==> config.mk <==
export PLATFORM = sky130hd
export DESIGN_NAME = rgb_to_hsv_converter_top
export DESIGN_NICKNAME = d
export VERILOG_FILES = /design/src/rgb2hsv_pkg.sv /design/src/rgb2hsv_front.sv /design/src/rgb2hsv_div_stage.sv /design/src/rgb2hsv_back.sv /design/src/rgb_to_hsv_converter_top.sv
export SDC_FILE = /design/constraint.sdc
export NUM_CORES = 1
export LEC_CHECK = 0
export ABC_CLOCK_PERIOD_IN_PS = 14800
export BUFFER_PORTS_ARGS = -buffer_cell sky130_fd_sc_hd__buf_4
export CORE_MARGIN = 1
export CORE_UTILIZATION = 50
export CTS_CLUSTER_SIZE = 40
export DETAILED_ROUTE_END_ITERATION = 6
export GPL_TIMING_DRIVEN = 0
export PLACE_DENSITY = 0.66
export SLEW_MARGIN = 10
export SYNTH_ARGS = -nofsm -noshare
export SYNTH_HDL_FRONTEND = slang
export SYNTH_HIERARCHICAL = 1
export SYNTH_SLANG_ARGS = --single-unit
==> constraint.sdc <==
create_clock -name clk -period 14.8 [get_ports clk]
set_input_delay 3.7 -clock clk [delete_from_list [all_inputs] [get_ports clk]]
set_output_delay 3.7 -clock clk [all_outputs]
set_load 0.02 [all_outputs]
==> src/rgb2hsv_pkg.sv <==
// Shared types, constants and the divider step function for the RGB to HSV pipeline.
package rgb2hsv_pkg;

  localparam int unsigned ChanW        = 8;
  localparam int unsigned PixW         = 4 * ChanW;
  localparam int unsigned HueTurn      = 256;
  localparam int unsigned HueSixth     = (HueTurn + 3) / 6;
  localparam int unsigned HueThird     = (HueTurn + 1) / 3;
  localparam int unsigned HueTwoThirds = HueTurn - HueThird;
  localparam int unsigned SatFull      = 255;
  localparam int unsigned DivStages    = 4;
  localparam int unsigned BitsPerStage = ChanW / DivStages;

  typedef logic [ChanW-1:0]   chan_t;
  typedef logic [2*ChanW-1:0] prod_t;

  // One restoring-divider lane: divisor, partial remainder, unused dividend
  // bits and the quotient bits produced so far.
  typedef struct packed {
    chan_t dvs;
    chan_t rem;
    chan_t low;
    chan_t quo;
  } div_lane_t;

  // One pixel in flight.
  typedef struct packed {
    chan_t     alpha;
    chan_t     value;
    chan_t     base;
    logic      neg;
    div_lane_t sat;
    div_lane_t hue;
  } pix_item_t;

  // Produce BitsPerStage quotient bits of one lane.
  function automatic div_lane_t div_step(input div_lane_t lane);
    div_lane_t        l;
    logic [ChanW:0]   trial;
    int               i;
    l = lane;
    for (i = 0; i < BitsPerStage; i++) begin
      trial = {l.rem, l.low[ChanW-1]};
      l.low = {l.low[ChanW-2:0], 1'b0};
      if (trial >= {1'b0, l.dvs}) begin
        l.rem = ChanW'(trial - {1'b0, l.dvs});
        l.quo = {l.quo[ChanW-2:0], 1'b1};
      end else begin
        l.rem = trial[ChanW-1:0];
        l.quo = {l.quo[ChanW-2:0], 1'b0};
      end
    end
    return l;
  endfunction

endpackage

==> src/rgb2hsv_front.sv <==
// Front stage: channel extremes, hue sextant selection and divider setup.
module rgb2hsv_front
  import rgb2hsv_pkg::*;
(
  input  logic        clk,
  input  logic        rst_n,
  input  logic        in_valid,
  output logic        in_ready,
  input  logic [PixW-1:0] in_pixel,
  output logic        out_valid,
  input  logic        out_ready,
  output pix_item_t   out_item
);

  chan_t           r, g, b, hi, lo, chroma, mag, base;
  logic [ChanW:0]  diff;
  logic            grey;
  prod_t           hue_n, sat_n;
  pix_item_t       item_nxt;
  pix_item_t       item_r;
  logic            valid_r;

  // Find extremes and pick the sextant
  always_comb begin
    r = in_pixel[3*ChanW-1:2*ChanW];
    g = in_pixel[2*ChanW-1:ChanW];
    b = in_pixel[ChanW-1:0];
    hi = r;
    if (g > hi) hi = g;
    if (b > hi) hi = b;
    lo = r;
    if (g < lo) lo = g;
    if (b < lo) lo = b;
    chroma = hi - lo;
    grey   = (hi == lo);
    if (r == hi) begin
      diff = {1'b0, g} - {1'b0, b};
      base = '0;
    end else if (g == hi) begin
      diff = {1'b0, b} - {1'b0, r};
      base = ChanW'(HueThird);
    end else begin
      diff = {1'b0, r} - {1'b0, g};
      base = ChanW'(HueTwoThirds);
    end
    mag   = diff[ChanW] ? ChanW'(-diff) : diff[ChanW-1:0];
    hue_n = prod_t'(mag) * prod_t'(HueSixth);
    sat_n = prod_t'(chroma) * prod_t'(SatFull);

    // Grey pixels divide zero by one
    item_nxt.alpha   = in_pixel[PixW-1:3*ChanW];
    item_nxt.value   = hi;
    item_nxt.base    = base;
    item_nxt.neg     = diff[ChanW];
    item_nxt.sat.dvs = grey ? ChanW'(1) : hi;
    item_nxt.sat.rem = sat_n[2*ChanW-1:ChanW];
    item_nxt.sat.low = sat_n[ChanW-1:0];
    item_nxt.sat.quo = '0;
    item_nxt.hue.dvs = grey ? ChanW'(1) : chroma;
    item_nxt.hue.rem = hue_n[2*ChanW-1:ChanW];
    item_nxt.hue.low = hue_n[ChanW-1:0];
    item_nxt.hue.quo = '0;
  end

  assign in_ready = !valid_r || out_ready;

  // Advance the stage register
  always_ff @(posedge clk) begin
    if (!rst_n) begin
      valid_r <= 1'b0;
    end else if (in_ready) begin
      valid_r <= in_valid;
    end
    if (in_valid && in_ready) begin
      item_r <= item_nxt;
    end
  end

  assign out_valid = valid_r;
  assign out_item  = item_r;

endmodule

==> src/rgb2hsv_div_stage.sv <==
// Divider stage: two quotient bits of the saturation and hue lanes per beat.
module rgb2hsv_div_stage
  import rgb2hsv_pkg::*;
(
  input  logic      clk,
  input  logic      rst_n,
  input  logic      in_valid,
  output logic      in_ready,
  input  pix_item_t in_item,
  output logic      out_valid,
  input  logic      out_ready,
  output pix_item_t out_item
);

  pix_item_t item_nxt;
  pix_item_t item_r;
  logic      valid_r;

  // Step both lanes
  always_comb begin
    item_nxt     = in_item;
    item_nxt.sat = div_step(in_item.sat);
    item_nxt.hue = div_step(in_item.hue);
  end

  assign in_ready = !valid_r || out_ready;

  // Advance the stage register
  always_ff @(posedge clk) begin
    if (!rst_n) begin
      valid_r <= 1'b0;
    end else if (in_ready) begin
      valid_r <= in_valid;
    end
    if (in_valid && in_ready) begin
      item_r <= item_nxt;
    end
  end

  assign out_valid = valid_r;
  assign out_item  = item_r;

endmodule

==> src/rgb2hsv_back.sv <==
// Back stage: signed hue offset, wrap into the turn and output register.
module rgb2hsv_back
  import rgb2hsv_pkg::*;
(
  input  logic            clk,
  input  logic            rst_n,
  input  logic            in_valid,
  output logic            in_ready,
  input  pix_item_t       in_item,
  output logic            out_valid,
  input  logic            out_ready,
  output logic [PixW-1:0] out_pixel
);

  chan_t           offset, hue;
  logic [PixW-1:0] pixel_nxt;
  logic [PixW-1:0] pixel_r;
  logic            valid_r;

  // Apply sign, add base; the byte wrap adds the turn to negative hues
  always_comb begin
    offset    = in_item.neg ? ChanW'(-in_item.hue.quo) : in_item.hue.quo;
    hue       = in_item.base + offset;
    pixel_nxt = {in_item.alpha, hue, in_item.sat.quo, in_item.value};
  end

  assign in_ready = !valid_r || out_ready;

  // Hold the result until taken
  always_ff @(posedge clk) begin
    if (!rst_n) begin
      valid_r <= 1'b0;
    end else if (in_ready) begin
      valid_r <= in_valid;
    end
    if (in_valid && in_ready) begin
      pixel_r <= pixel_nxt;
    end
  end

  assign out_valid = valid_r;
  assign out_pixel = pixel_r;

endmodule

==> src/rgb_to_hsv_converter_top.sv <==
// Top level of the streaming 8-bit RGB to HSV pixel converter.
// Converts one ARGB pixel to AHSV per beat and takes a new pixel every clock
// while the output side keeps up. The pipeline is one front stage for
// min/max and divider setup, four divider stages that each resolve two
// quotient bits of saturation and hue in parallel, and one output stage.
// Each stage has its own valid bit and a ready chain, so a stalled output
// register lets earlier stages keep filling their bubbles.
module rgb_to_hsv_converter_top
  import rgb2hsv_pkg::*;
(
  input  logic            clk,
  input  logic            rst_n,
  input  logic            in_tvalid,
  output logic            in_tready,
  input  logic [PixW-1:0] in_tdata,   // pixel_argb[31:0]
  output logic            out_tvalid,
  input  logic            out_tready,
  output logic [PixW-1:0] out_tdata   // pixel_ahsv[31:0]
);

  pix_item_t stage_item  [DivStages+1];
  logic      stage_valid [DivStages+1];
  logic      stage_ready [DivStages+1];

  rgb2hsv_front u_front (
    .clk       (clk),
    .rst_n     (rst_n),
    .in_valid  (in_tvalid),
    .in_ready  (in_tready),
    .in_pixel  (in_tdata),
    .out_valid (stage_valid[0]),
    .out_ready (stage_ready[0]),
    .out_item  (stage_item[0])
  );

  // Divider chain
  for (genvar s = 0; s < DivStages; s++) begin : g_div
    rgb2hsv_div_stage u_div (
      .clk       (clk),
      .rst_n     (rst_n),
      .in_valid  (stage_valid[s]),
      .in_ready  (stage_ready[s]),
      .in_item   (stage_item[s]),
      .out_valid (stage_valid[s+1]),
      .out_ready (stage_ready[s+1]),
      .out_item  (stage_item[s+1])
    );
  end

  rgb2hsv_back u_back (
    .clk       (clk),
    .rst_n     (rst_n),
    .in_valid  (stage_valid[DivStages]),
    .in_ready  (stage_ready[DivStages]),
    .in_item   (stage_item[DivStages]),
    .out_valid (out_tvalid),
    .out_ready (out_tready),
    .out_pixel (out_tdata)
  );

`ifndef SYNTHESIS
  // A free output side never blocks the input
  a_ready_chain: assert property (@(posedge clk) disable iff (!rst_n)
    out_tready |-> in_tready)
    else $error("input stalled while output is ready");

  // Hue offset magnitude stays within one sextant
  a_hue_range: assert property (@(posedge clk) disable iff (!rst_n)
    stage_valid[DivStages] |-> stage_item[DivStages].hue.quo <= ChanW'(HueSixth))
    else $error("hue quotient beyond one sextant");

  // Final remainders are below their divisors
  a_rem_bound: assert property (@(posedge clk) disable iff (!rst_n)
    stage_valid[DivStages] |->
      (stage_item[DivStages].hue.rem < stage_item[DivStages].hue.dvs) &&
      (stage_item[DivStages].sat.rem < stage_item[DivStages].sat.dvs))
    else $error("divider remainder not reduced");

  // A black pixel always has zero saturation
  a_sat_zero: assert property (@(posedge clk) disable iff (!rst_n)
    (stage_valid[DivStages] && stage_item[DivStages].value == '0) |->
      stage_item[DivStages].sat.quo == '0)
    else $error("black pixel with nonzero saturation");

  // Nothing comes out right after reset
  a_reset_empty: assert property (@(posedge clk) disable iff (!rst_n)
    $past(!rst_n) |-> !out_tvalid)
    else $error("output valid right after reset");
`endif

endmodule
# After elaboration in Yosys (flattened, before gate mapping)
# Cells that the tools add are included.
# W data, S select, Z words.
[totals]
register_bits = 369
latchBits = 0
mem_bits_rw = 0
rom_bits = 0
out_inout_bits = 34
memories = 0
[op_classes]
addsub = 21
n_mul = 2
div_mod_pow = 0
order_cmp = 20
eq_ne = 3
shifts = 0
mux = 39
n_bitwise = 0
n_reduce_logical = 18
[op_table]
columns = ["operator", "count"]
rows = [
  ["$mux W8", 21],
  ["$ge A9 B8 Y1", 15],
  ["$sub A8 B8 Y8", 14],
  ["$sub A8 B8 Y9", 3],
  ["$eq A8 B8 Y1", 3],
  ["$mux W9", 2],
  ["$gt A8 B8 Y1", 2],
  ["$lt A8 B8 Y1", 2],
  ["$mul A8 B8 Y16 const B", 1],
  ["$mux W1", 16],
  ["$neg A8 Y8", 2],
  ["$mul A8 B6 Y14 const B", 1],
  ["$add A8 B8 Y8", 1],
  ["$ge A7 B8 Y1", 1],
  ["$sub A7 B8 Y8", 1],
  ["$logic_and A1 B1 Y1", 6],
  ["$logic_not A1 Y1", 6],
  ["$logic_or A1 B1 Y1", 6],
]

# Depth between registers and ports, before layout
# Gate-level depths: netlist of run 1.
[logic_depth]
word_depth = 10
depth_mapped = 46
ltp_nobuf = 44

# Modules after synthesis
# The synthesis of run 1 kept the hierarchy.
[by_module_without_submodules]
columns = ["module", "n_inst", "cells_each", "area_per_inst_um2"]
rows = [
  ["rgb2hsv_div_stage at g_div[0].u_div ...", 3, 339, 4488.1],
  ["rgb2hsv_front", 1, 848, 8065.2],
  ["rgb2hsv_div_stage at g_div[1].u_div", 1, 345, 4466.8],
  ["rgb2hsv_back", 1, 97, 1461.4],
]

# Least setup slack after synthesis of run 1
# OpenSTA, ideal clock, no wires.
[synth_timing]
kind = "input to register"
startpoint = "input in_tdata[10]"
endpoint = "register u_front.item_r (netlist bit u_front/out_item[55]), data pin"
setup_ns = 0.259
t_arrival_ns = 12.330
required_time_ns = 14.541
slack_ns = 2.211
cell_stages = 42
cell_sequence = "clkbuf_1 inv_1 ha_1 a21oi_1 a211oi_1 buf_2 nor2_1 a21boi_0 ha_1 and4_1 clkbuf_1 nand3_1 mux2_4 nor3_1 o311ai_2 ha_1 fa_1 nor2b_1 (+6 left out) fa_1 inv_1 fa_1 inv_1 fa_1 inv_1 ha_1 a21boi_0 o21ai_0 nand2b_1 and2_1 o21ai_0 nand2b_1 a21oi_1 o21bai_1 a21o_1 a21oi_1 xnor2_1"
[synth_rtl]
columns = ["item", "line", "text"]
rows = [
  ["start: declaration", "rgb_to_hsv_converter_top.sv:15", "input logic [PixW-1:0] in_tdata,"],
  ["end signal: assignment", "rgb2hsv_front.sv:75", "item_r <= item_nxt;"],
  ["end: declaration", "rgb2hsv_front.sv:20", "pix_item_t item_r;"],
]

==> results of run 1 <==
==> stage by stage <==
| stage | std cells | hold WS (ns) | area, µm² |
|---|---|---|---|
| after floorplan | 2133 | 0.400 | 24300 |
| after global placement | 2817 | 0.400 | 25600 |
| after detailed placement | 2823 | 0.405 | 25800 |
| after CTS | 2891 | 0.398 | 27100 |
| after global routing | 2891 | 0.410 | 27100 |
| final | 2891 | 0.398 | 27100 |
==> cell type report <==
cell class / instances / share of cell area, %
inverters: 271 / 3.76
plain buffers: 40 / 0.924
clock buffers: 42 / 3.60
multi-input cells: 1458 / 45.2
well taps: 615 / 2.84
repair buffers: 75 / 2.49
clock inverters: 26 / 1.02
flip-flops and latches: 364 / 40.1
==> sequential cells by signal, summed over array words and instances, names as in the netlist <==
| signal | cells |
|---|---|
| g_div.u_div/out_item | 260 |
| g_div.u_div/out_valid | 4 |
| u_back/out_pixel | 32 |
| u_back/out_valid | 1 |
| u_front/out_item | 66 |
| u_front/out_valid | 1 |
==> routing by layer <==
| metal | global-route usage [%] | vias up | part of all wire, % |
|---|---|---|---|
| met2 | 37.9 | 348 | 49 |
| met5 | 0 | - | 0 |
| met3 | 2.41 | 108 | 3.5 |
| met1 | 26.6 | 7741 | 43 |
| li1 | - | 7975 | - |
| met4 | 8.94 | 0 | 4.0 |
==> path summary, 6_finish.rpt <==
check                              startpoint                     endpoint  slack [ns]  cells past startpoint
setup / recovery                 in_tdata[10]         u_front/out_item[55]        0.68                     43
hold / removal           u_front/out_item[44]  g_div[0].u_div/out_item[46]        0.40                      0
setup reg to reg  g_div[0].u_div/out_item[62]  g_div[1].u_div/out_item[53]       10.08                     15
hold reg to reg          u_front/out_item[44]  g_div[0].u_div/out_item[46]        0.40                      0
==> worst max-delay path, delay by kind of cell <==
family	cells	cell delay, ns
and+or+nand+nor	7	0.93
adders and majority gates	8	3.21
buffers and inverters	9	1.74
xor gates and xnor gates	2	0.63
AOI/OAI and AO/OA	17	4.13
==> layout by cell type, fill, tap and decap left out, types with 8 or more instances in the layout <==
master                      instances
sky130_fd_sc_hd__nand2b_1          24
sky130_fd_sc_hd__mux2_4            11
sky130_fd_sc_hd__o21bai_1          21
sky130_fd_sc_hd__a211oi_1          21
sky130_fd_sc_hd__clkbuf_1          14
sky130_fd_sc_hd__ha_1             258
sky130_fd_sc_hd__buf_2             14
sky130_fd_sc_hd__o31ai_1           10
sky130_fd_sc_hd__o21ai_0           74
sky130_fd_sc_hd__xnor2_1           94
sky130_fd_sc_hd__a21oi_1          124
sky130_fd_sc_hd__o21ai_1           15
sky130_fd_sc_hd__inv_1            269
sky130_fd_sc_hd__o31a_1             8
sky130_fd_sc_hd__nor4_1             8
sky130_fd_sc_hd__nor2_1           125
sky130_fd_sc_hd__clkinv_2           8
sky130_fd_sc_hd__mux2i_1           13
sky130_fd_sc_hd__a21o_1            49
sky130_fd_sc_hd__edfxtp_1         358
sky130_fd_sc_hd__o21a_1            40
sky130_fd_sc_hd__o211ai_1          10
sky130_fd_sc_hd__a211o_1           14
sky130_fd_sc_hd__nand2_1           96
sky130_fd_sc_hd__mux2_2            47
sky130_fd_sc_hd__fa_1              53
sky130_fd_sc_hd__buf_4             77
sky130_fd_sc_hd__nand3_1           28
sky130_fd_sc_hd__a21boi_0          13
sky130_fd_sc_hd__nor3_1            28
sky130_fd_sc_hd__xor2_1            39
sky130_fd_sc_hd__and3_1             8
sky130_fd_sc_hd__a31oi_1            8
sky130_fd_sc_hd__clkbuf_16         38
sky130_fd_sc_hd__nand4_1           23
sky130_fd_sc_hd__nor2b_1           30
==> metrics.log, run 1 <==
[metrics] status: completed
[metrics] post-route minimum period: 14.12 ns
[metrics] Hold Violations, Final: 0
[metrics] Critical Path Fanout Max: 10
[metrics] # DRC: 0
[metrics] transition time at the pin with the least slew margin: 0.784 ns
[metrics] achievable frequency: around 0.071 GHz
[metrics] placement row count: 80
[metrics] number of buffers inserted to repair setup after CTS: 0
[metrics] Worst path slowest cell: sky130_fd_sc_hd__o311ai_2
[metrics] I/O Pins: 70
[metrics] total via count after detailed routing: 16,200
[metrics] final-report max-slew violation count: 0
[metrics] standard cell core area: 0.0478 mm²
[metrics] number of filler cells placed in the layout: 3,969
[metrics] Final Net Count: 2,594
[metrics] area of all sequential standard cells: 0.0109 mm²
[metrics] total wire length: between 50,000 and 60,000 µm
[metrics] length of the first detailed-routing pass in iterations: 6
[metrics] detail-routed net length per standard cell: between 15 and 20 µm
[metrics] Placer Congestion: 0.937
[metrics] delay contributed by the slowest stage of the critical path: 0.64 ns
[metrics] synthesis warning total: 6
[metrics] violation count after the first detailed-routing iteration: 1,048
[metrics] initial cell density of the core: 50.9%
[metrics] proportion of layout cells with a drive suffix above 1: a little over an eighth
[metrics] clock transition time at the flip-flop clock pins of the worst setup and hold paths: ~0.060 ns
[metrics] Startpoint Class: input port
[metrics] Cell Area, Synth: 0.0243 mm²
[metrics] Die Span Y: 223 µm
[metrics] share of the cycle needed by the critical path after routing: between 90% and 100%
[metrics] post-route core utilization: 56.6%
[metrics] GRT Resource Usage Total: 21.5%
[metrics] grt total ovfl: 0
[metrics] remaining antenna violation count: 0
[metrics] CTS tree: done
[metrics] HPWL Detailed: 41,500 µm
[metrics] MaxCap Viol Count: 0
[metrics] synth-to-layout area growth: 11.3%
[metrics] Min-Delay Path Class: reg -> reg
[metrics] Worst Clk Skew: 0.0221 ns
[metrics] deepest clock path buffer count: 3
[metrics] arrival time worst endpoint: between 10 and 15 ns
[metrics] Post-Route Setup TNS: 0 ns
[metrics] number of input and output port buffers inserted: 69
[metrics] clock latency on the worst-skew pair: 0.56 ns
[metrics] cts hold-fix bufs: 0
[metrics] Synth Instances: 2,132
[metrics] initial antenna violation count: 0
[metrics] Data required, critical path: 15.08 ns
[metrics] htree depth: 2
[metrics] Setup-failing EPs final: 0
[metrics] crit end category: register
[metrics] Die Footprint: roughly 0.050 mm²
[metrics] startpoint-to-endpoint class of the critical path: in -> reg
[metrics] antenna cell count: 0
[metrics] via count of the first global-routing pass: about 16,000
[metrics] synthesized area divided by synthesized cell count: 11.4 µm²
[metrics] width of the die: 223 µm
[metrics] vias per std cell: 5.59
[metrics] clock tree root driver cell: sky130_fd_sc_hd__clkbuf_16
[metrics] number of sinks handled by clock tree synthesis: 364
[metrics] wire length of the first global-routing pass: 84,500 µm
[metrics] fin worst setup slack: 0.682 ns
[metrics] unrepaired setup endpoints after global routing: false
[metrics] post-cts sizing count: 0
[metrics] largest net degree at the start of global routing: 62
[metrics] area of the multi-input gates: 0.0122 mm²
[metrics] Critical Path Most Common Cell: sky130_fd_sc_hd__inv_1
[metrics] worst slew slack as a fraction of its limit: 47.4%
[metrics] number of buffers added by the clock tree synthesis step: 37
[metrics] Worst Setup Slack post-DPL: -0.235 ns
Power of run 1 is left out: the tool's default activity adds up to more than one toggle a clock period on the data nets, which glitch-free logic cannot reach.
==> run 2, diff against run 1 <==
--- a/config.mk
+++ b/config.mk
@@ -5,7 +5,7 @@
 export SDC_FILE = /design/constraint.sdc
 export NUM_CORES = 1
 export LEC_CHECK = 0
-export ABC_CLOCK_PERIOD_IN_PS = 14800
+export ABC_CLOCK_PERIOD_IN_PS = 13600
 export BUFFER_PORTS_ARGS = -buffer_cell sky130_fd_sc_hd__buf_4
 export CORE_MARGIN = 1
 export CORE_UTILIZATION = 50
==> constraint.sdc (replaced) <==
create_clock -name clk -period 13.6 [get_ports clk]
set_input_delay 3.4 -clock clk [delete_from_list [all_inputs] [get_ports clk]]
set_output_delay 3.4 -clock clk [all_outputs]
set_load 0.02 [all_outputs]
==> metrics.log, run 2 (synthesized netlist as in run 1, its figures left out) <==
[metrics] clock tree root driver cell: sky130_fd_sc_hd__clkbuf_16
[metrics] violation count after the first detailed-routing iteration: 1,103 (+5.2%)
[metrics] worst slew slack as a fraction of its limit: 48.3% (+0.92 points)
[metrics] detail-routed net length per standard cell: 18.1 µm (+0.23%)
[metrics] I/O Pins: 70 (unchanged)
[metrics] number of cells on the worst reg-to-reg path: 15 (unchanged)
[metrics] initial antenna violation count: 0 (unchanged)
[metrics] Data required, critical path: 13.89 ns (-1.19 ns)
[metrics] MaxCap Viol Count: 0 (unchanged)
[metrics] remaining antenna violation count: 0 (unchanged)
[metrics] met3 wire len: 1840 µm (+0.11%)
[metrics] sum of met2 wire segment lengths after detailed routing: 25,700 µm (about the same)
[metrics] post-placement cell count: 2,823 (unchanged)
[metrics] unrepaired setup endpoints after global routing: false
[metrics] arrival time worst endpoint: 13.40 ns (-1.00 ns)
[metrics] most frequent cells in the layout: sky130_fd_sc_hd__edfxtp_1, sky130_fd_sc_hd__inv_1, sky130_fd_sc_hd__ha_1, sky130_fd_sc_hd__nor2_1, sky130_fd_sc_hd__a21oi_1
[metrics] start point of the critical path: in_tdata[14]
[metrics] reg-to-reg critical path startpoint: g_div[0].u_div/out_item[62]
[metrics] number of buffers added by the clock tree synthesis step: 37 (unchanged)
[metrics] post-route minimum period: 13.10 ns
[metrics] depth of the critical timing path with buffers and inverters included: 40 (-7.0%)
[metrics] standard cell core area: 0.0478 mm² (unchanged)
[metrics] GRT Resource Usage Total: 21.5% (+0.029 points)
[metrics] HPWL Detailed: 41,500 µm (unchanged)
[metrics] achievable frequency: 0.0763 GHz
[metrics] Startpoint Class: input port
[metrics] clock latency on the worst-skew pair: 0.56 ns (about the same)
[metrics] htree depth: 2 (unchanged)
[metrics] cts hold-fix bufs: 0 (unchanged)
[metrics] number of filler cells placed in the layout: 3,965 (-0.10%)
[metrics] final-report max-slew violation count: 0 (unchanged)
[metrics] crit end category: register
[metrics] largest net degree at the start of global routing: 62 (unchanged)
[metrics] length of the first detailed-routing pass in iterations: 7 (+1)
[metrics] CTS tree: done
[metrics] deepest clock path buffer count: 3 (unchanged)
[metrics] total wire length: 52,300 µm (+0.20%)
[metrics] destination of the critical timing path: u_front/out_item[21]
[metrics] wire length of the first global-routing pass: 84,600 µm (+0.18%)
[metrics] Top Metal Used: met4
[metrics] initial cell density of the core: 50.9% (unchanged)
[metrics] Min Hold Slack: 0.398 ns (-0.000356 ns)
[metrics] transition time at the pin with the least slew margin: 0.776 ns (-0.00814 ns)
[metrics] Min-Delay Path Class: reg -> reg
[metrics] Met1 Wirelength: 22,600 µm (+0.14%)
[metrics] Hold Violations, Final: 0 (unchanged)
[metrics] delay contributed by the slowest stage of the critical path: 0.66 ns (+0.02 ns)
[metrics] Die Footprint: 0.0496 mm² (unchanged)
[metrics] via count of the first global-routing pass: 16,500 (+0.29%)
[metrics] number of sinks handled by clock tree synthesis: 364 (unchanged)
[metrics] number of buffers inserted to repair setup after CTS: 0 (unchanged)
[metrics] post-cts sizing count: 7 (+7)
[metrics] width of the die: 223 µm (unchanged)
[metrics] Setup-failing EPs final: 0 (unchanged)
[metrics] final cell count without fillers: 2,890 (-0.035%)
[metrics] minimum setup slack among reg-to-reg paths: 8.88 ns (-1.20 ns)
[metrics] status: completed
[metrics] proportion of layout cells with a drive suffix above 1: 13.4% (+0.23 points)
[metrics] total via count after detailed routing: 16,200 (+0.22%)
[metrics] worst flop-to-flop path endpoint: g_div[1].u_div/out_item[53]
[metrics] area of the multi-input gates: 0.0123 mm² (+0.48%)
[metrics] # DRC: 0 (unchanged)
[metrics] most frequent standard cell in the layout excluding fill and tap cells: sky130_fd_sc_hd__edfxtp_1
[metrics] placement row count: 80 (unchanged)
[metrics] worst path buffer plus inverter count: 7 (-2)
[metrics] startpoint-to-endpoint class of the critical path: in -> reg
[metrics] Worst path slowest cell: sky130_fd_sc_hd__a311oi_2
[metrics] Placer Congestion: 0.937 (unchanged)
[metrics] grt total ovfl: 0 (unchanged)
[metrics] Largest delay share family, worst path: compound AO/OA/AOI/OAI gates
[metrics] synth-to-layout area growth: 11.5%
[metrics] Final Net Count: 2,593 (-0.039%)
[metrics] vias per std cell: 5.61 (+0.26%)
[metrics] max FFs per register: 260 (unchanged)
[metrics] antenna cell count: 0 (unchanged)
[metrics] share of the cycle needed by the critical path after routing: 96.3%
[metrics] Critical Path Fanout Max: 10 (unchanged)
[metrics] number of input and output port buffers inserted: 69 (unchanged)
[metrics] area of all sequential standard cells: 0.0109 mm² (unchanged)
[metrics] Worst Clk Skew: 0.0233 ns (+0.00111 ns)
[metrics] Die Span Y: 223 µm (unchanged)
[metrics] Post-Route Setup TNS: 0 ns (unchanged)
[metrics] clock transition time at the flip-flop clock pins of the worst setup and hold paths: 0.06 ns (about the same)
[run 2: stage by stage]
stage	util (%)	worst slack [ns]	instance area (µm²)
finish	56.7	0.498	27100
global route	56.7	0.0218	27100
CTS	56.6	0.0518	27100
detailed placement	53.9	-1.14	25800
global placement	53.6	-1.41	25600
floorplan	-	1.31	24300
[run 2: cell type report]
class	instances	area share, %
Timing Repair Buffer	75	2.49
Multi-Input combinational cell	1458	45.3
Sequential cell	364	40.1
Clock inverter	26	1.02
Clock buffer	42	3.60
Tap cell	615	2.84
Inverter	271	3.75
Buffer	39	0.908
[run 2: worst register-to-register path: cells and delay by family, from the launching register on]
| family | cells | cell delay [ns] |
|---|---|---|
| flops | 1 | 0.43 |
| buf+inv | 2 | 0.27 |
| fa+ha+maj | 2 | 0.62 |
| mux | 1 | 0.40 |
| compound gates | 8 | 2.33 |
| simple gates | 2 | 0.44 |
[run 2: worst min path at each step]
stage	end	depth (start not counted)	start
detailed placement	g_div[0].u_div/out_item[64]	0	u_front/out_item[64]
floorplan	g_div[0].u_div/out_item[10]	0	u_front/out_item[8]
CTS	g_div[0].u_div/out_item[46]	0	u_front/out_item[44]
global placement	g_div[2].u_div/out_item[85]	0	g_div[1].u_div/out_item[85]
finish	g_div[0].u_div/out_item[46]	0	u_front/out_item[44]
global route	g_div[0].u_div/out_item[76]	0	u_front/out_item[76]
[run 2: per-layer routing]
| layer | vias up | track usage, % |
|---|---|---|
| li1 | 7976 | - |
| met1 | 7737 | 26.7 |
| met2 | 376 | 37.8 |
| met3 | 119 | 2.43 |
| met4 | 0 | 9.10 |
| met5 | - | 0 |
Power of run 2 is left out for the same reason.
==> run 3, diff against run 2 <==
--- a/config.mk
+++ b/config.mk
@@ -5,14 +5,13 @@
 export SDC_FILE = /design/constraint.sdc
 export NUM_CORES = 1
 export LEC_CHECK = 0
-export ABC_CLOCK_PERIOD_IN_PS = 13600
 export BUFFER_PORTS_ARGS = -buffer_cell sky130_fd_sc_hd__buf_4
 export CORE_MARGIN = 1
 export CORE_UTILIZATION = 50
 export CTS_CLUSTER_SIZE = 40
 export DETAILED_ROUTE_END_ITERATION = 6
 export GPL_TIMING_DRIVEN = 0
-export PLACE_DENSITY = 0.66
+export PLACE_DENSITY = 0.64
 export SLEW_MARGIN = 10
 export SYNTH_ARGS = -nofsm -noshare
 export SYNTH_HDL_FRONTEND = slang
==> metrics.log, run 3 (synthesized netlist as in run 1, its figures left out) <==
[metrics] clock tree root driver cell: sky130_fd_sc_hd__clkbuf_16
[metrics] initial cell density of the core: 50.9% (unchanged)
[metrics] proportion of layout cells with a drive suffix above 1: 13.5% (+0.088 points)
[metrics] clock latency on the worst-skew pair: 0.53 ns (-0.03 ns)
[metrics] start point of the critical path: in_tdata[14]
[metrics] violation count after the first detailed-routing iteration: 977 (-11%)
[metrics] number of sinks handled by clock tree synthesis: 364 (unchanged)
[metrics] hold wc startpoint: g_div[0].u_div/out_item[72]
[metrics] final-report max-slew violation count: 0 (unchanged)
[metrics] minimum setup slack among reg-to-reg paths: 8.78 ns (-0.10 ns)
[metrics] deepest clock path buffer count: 3 (unchanged)
[metrics] Min-Delay Path Class: reg -> reg
[metrics] transition time at the pin with the least slew margin: 0.638 ns (-0.138 ns)
[metrics] arrival time worst endpoint: 13.30 ns (-0.10 ns)
[metrics] post-route minimum period: 13.04 ns (-0.0638 ns)
[metrics] Die Span Y: 223 µm (unchanged)
[metrics] GRT Resource Usage Total: 21.4% (-0.11 points)
[metrics] crit end category: register
[metrics] detail-routed net length per standard cell: 18.0 µm (-0.46%)
[metrics] Top Metal Used: met4
[metrics] Die Footprint: 0.0496 mm² (unchanged)
[metrics] end of the worst hold path: g_div[1].u_div/out_item[72]
[metrics] via count of the first global-routing pass: 16,300 (-1.3%)
[metrics] most frequent standard cell in the layout excluding fill and tap cells: sky130_fd_sc_hd__edfxtp_1
[metrics] htree depth: 2 (unchanged)
[metrics] number of buffers inserted to repair setup after CTS: 0 (unchanged)
[metrics] cts hold-fix bufs: 0 (unchanged)
[metrics] initial antenna violation count: 0 (unchanged)
[metrics] Setup-failing EPs final: 0 (unchanged)
[metrics] Hold Violations, Final: 0 (unchanged)
[metrics] Non-Filler Cell Area, Final: 0.0271 mm² (about the same)
[metrics] MaxCap Viol Count: 0 (unchanged)
[metrics] Data required, critical path: 13.86 ns (-0.03 ns)
[metrics] worst flop-to-flop path endpoint: g_div[1].u_div/out_item[53]
[metrics] worst slew slack as a fraction of its limit: 57.2% (+8.9 points)
[metrics] Final Net Count: 2,594 (+0.039%)
[metrics] fin worst setup slack: 0.561 ns (+0.0638 ns)
[metrics] Startpoint Class: input port
[metrics] HPWL Detailed: 41,000 µm (-1.1%)
[metrics] post-placement cell count: 2,823 (unchanged)
[metrics] wire length of the first global-routing pass: 84,400 µm (-0.29%)
[metrics] width of the die: 223 µm (unchanged)
[metrics] synth-to-layout area growth: 11.5% (about the same)
[metrics] Worst Setup Slack post-DPL: -0.866 ns (+0.270 ns)
[metrics] Worst path slowest cell: sky130_fd_sc_hd__a221oi_2
[metrics] met3 wire len: 1970 µm (+7.2%)
[metrics] post-placement cell area: 0.0258 mm² (about the same)
[metrics] sum of met2 wire segment lengths after detailed routing: 25,100 µm (-2.1%)
[metrics] vias per std cell: 5.58 (-0.59%)
[metrics] Met1 Wirelength: 22,900 µm (+1.3%)
[metrics] total via count after detailed routing: 16,100 (-0.59%)
[metrics] standard cell core area: 0.0478 mm² (unchanged)
[metrics] post-cts sizing count: 4 (-3)
[metrics] startpoint-to-endpoint class of the critical path: in -> reg
[metrics] achievable frequency: 0.0767 GHz (+0.49%)
[metrics] largest net degree at the start of global routing: 62 (unchanged)
[metrics] worst hold stages: 0 (unchanged)
[metrics] Placer Congestion: 0.925 (-1.3%)
[metrics] # DRC: 0 (unchanged)
[metrics] clock transition time at the flip-flop clock pins of the worst setup and hold paths: 0.06 ns (about the same)
[metrics] length of the first detailed-routing pass in iterations: 7 (unchanged)
[metrics] reg-to-reg critical path startpoint: g_div[0].u_div/out_item[62]
[metrics] number of input and output port buffers inserted: 69 (unchanged)
[metrics] Worst Clk Skew: 0.0257 ns (+0.00248 ns)
[metrics] CTS tree: done
[metrics] unrepaired setup endpoints after global routing: false
[metrics] max FFs per register: 260 (unchanged)
[metrics] I/O Pins: 70 (unchanged)
[metrics] antenna cell count: 0 (unchanged)
[metrics] number of cells on the worst reg-to-reg path: 15 (unchanged)
[metrics] status: completed
[metrics] remaining antenna violation count: 0 (unchanged)
[metrics] Critical Path Most Common Cell: sky130_fd_sc_hd__ha_1
[metrics] post-route core utilization: 56.7% (about the same)
[metrics] final cell count without fillers: 2,890 (unchanged)
[metrics] number of buffers added by the clock tree synthesis step: 38 (+2.7%)
[metrics] placement row count: 80 (unchanged)
[metrics] most frequent cells in the layout: sky130_fd_sc_hd__edfxtp_1, sky130_fd_sc_hd__inv_1, sky130_fd_sc_hd__ha_1, sky130_fd_sc_hd__nor2_1, sky130_fd_sc_hd__a21oi_1
[metrics] delay contributed by the slowest stage of the critical path: 0.57 ns (-0.09 ns)
[metrics] Critical Path Fanout Max: 10 (unchanged)
[metrics] share of the cycle needed by the critical path after routing: 95.9% (-0.47 points)
[metrics] total wire length: 52,100 µm (-0.46%)
[metrics] grt total ovfl: 0 (unchanged)
## run 3: changes by cell type in the layout (fill, tap and decap cells not counted), sizes merged
cell | before | now
bufinv | 4 | 3
clkbuf | 52 | 56
clkinv | 16 | 15
clkinvlp | 4 | 2
## run 3: how the worst max path moves through the flow
stage	cells after the start	endpoint
2_1_floorplan	42	u_front/out_item[55]
3_3_place_gp	42	u_front/out_item[21]
3_5_place_dp	43	u_front/out_item[21]
4_1_cts	43	u_front/out_item[21]
5_1_grt	42	u_front/out_item[55]
6_report	42	u_front/out_item[21]
## run 3: stage by stage
step | setup TNS (ns) | hold WS, ns
2_1_floorplan | 0 | 0.400
3_3_place_gp | -6.84 | 0.401
3_5_place_dp | -4.93 | 0.405
4_1_cts | 0 | 0.407
5_1_grt | 0 | 0.404
6_report | 0 | 0.403
## run 3: critical path, delay by kind of cell
kind	cells	cell delay (ns)
buffers and inverters	9	1.42
AND/OR/NAND/NOR	6	1.02
AO/OA/AOI/OAI	16	3.98
adder cells (fa/ha/maj)	7	2.37
multiplexers	2	0.70
XOR/XNOR	2	0.40
## run 3: layout make-up
cell class | instances | area, µm²
multi-input combinational | 1458 | 12400
clock buffer | 46 | 991
clock inverter | 22 | 214
timing repair buffer | 75 | 668
buffer | 39 | 248
inverter | 271 | 1020
fill | 4040 | 20700
tap | 615 | 769
sequential | 364 | 10900
## run 3: metal layers
layer	vias to the layer above	track usage, %
met3	111	2.05
met5	-	0
met2	356	36.9
met1	7660	27.8
met4	0	8.30
li1	7986	-
Power of run 3 is left out for the same reason.
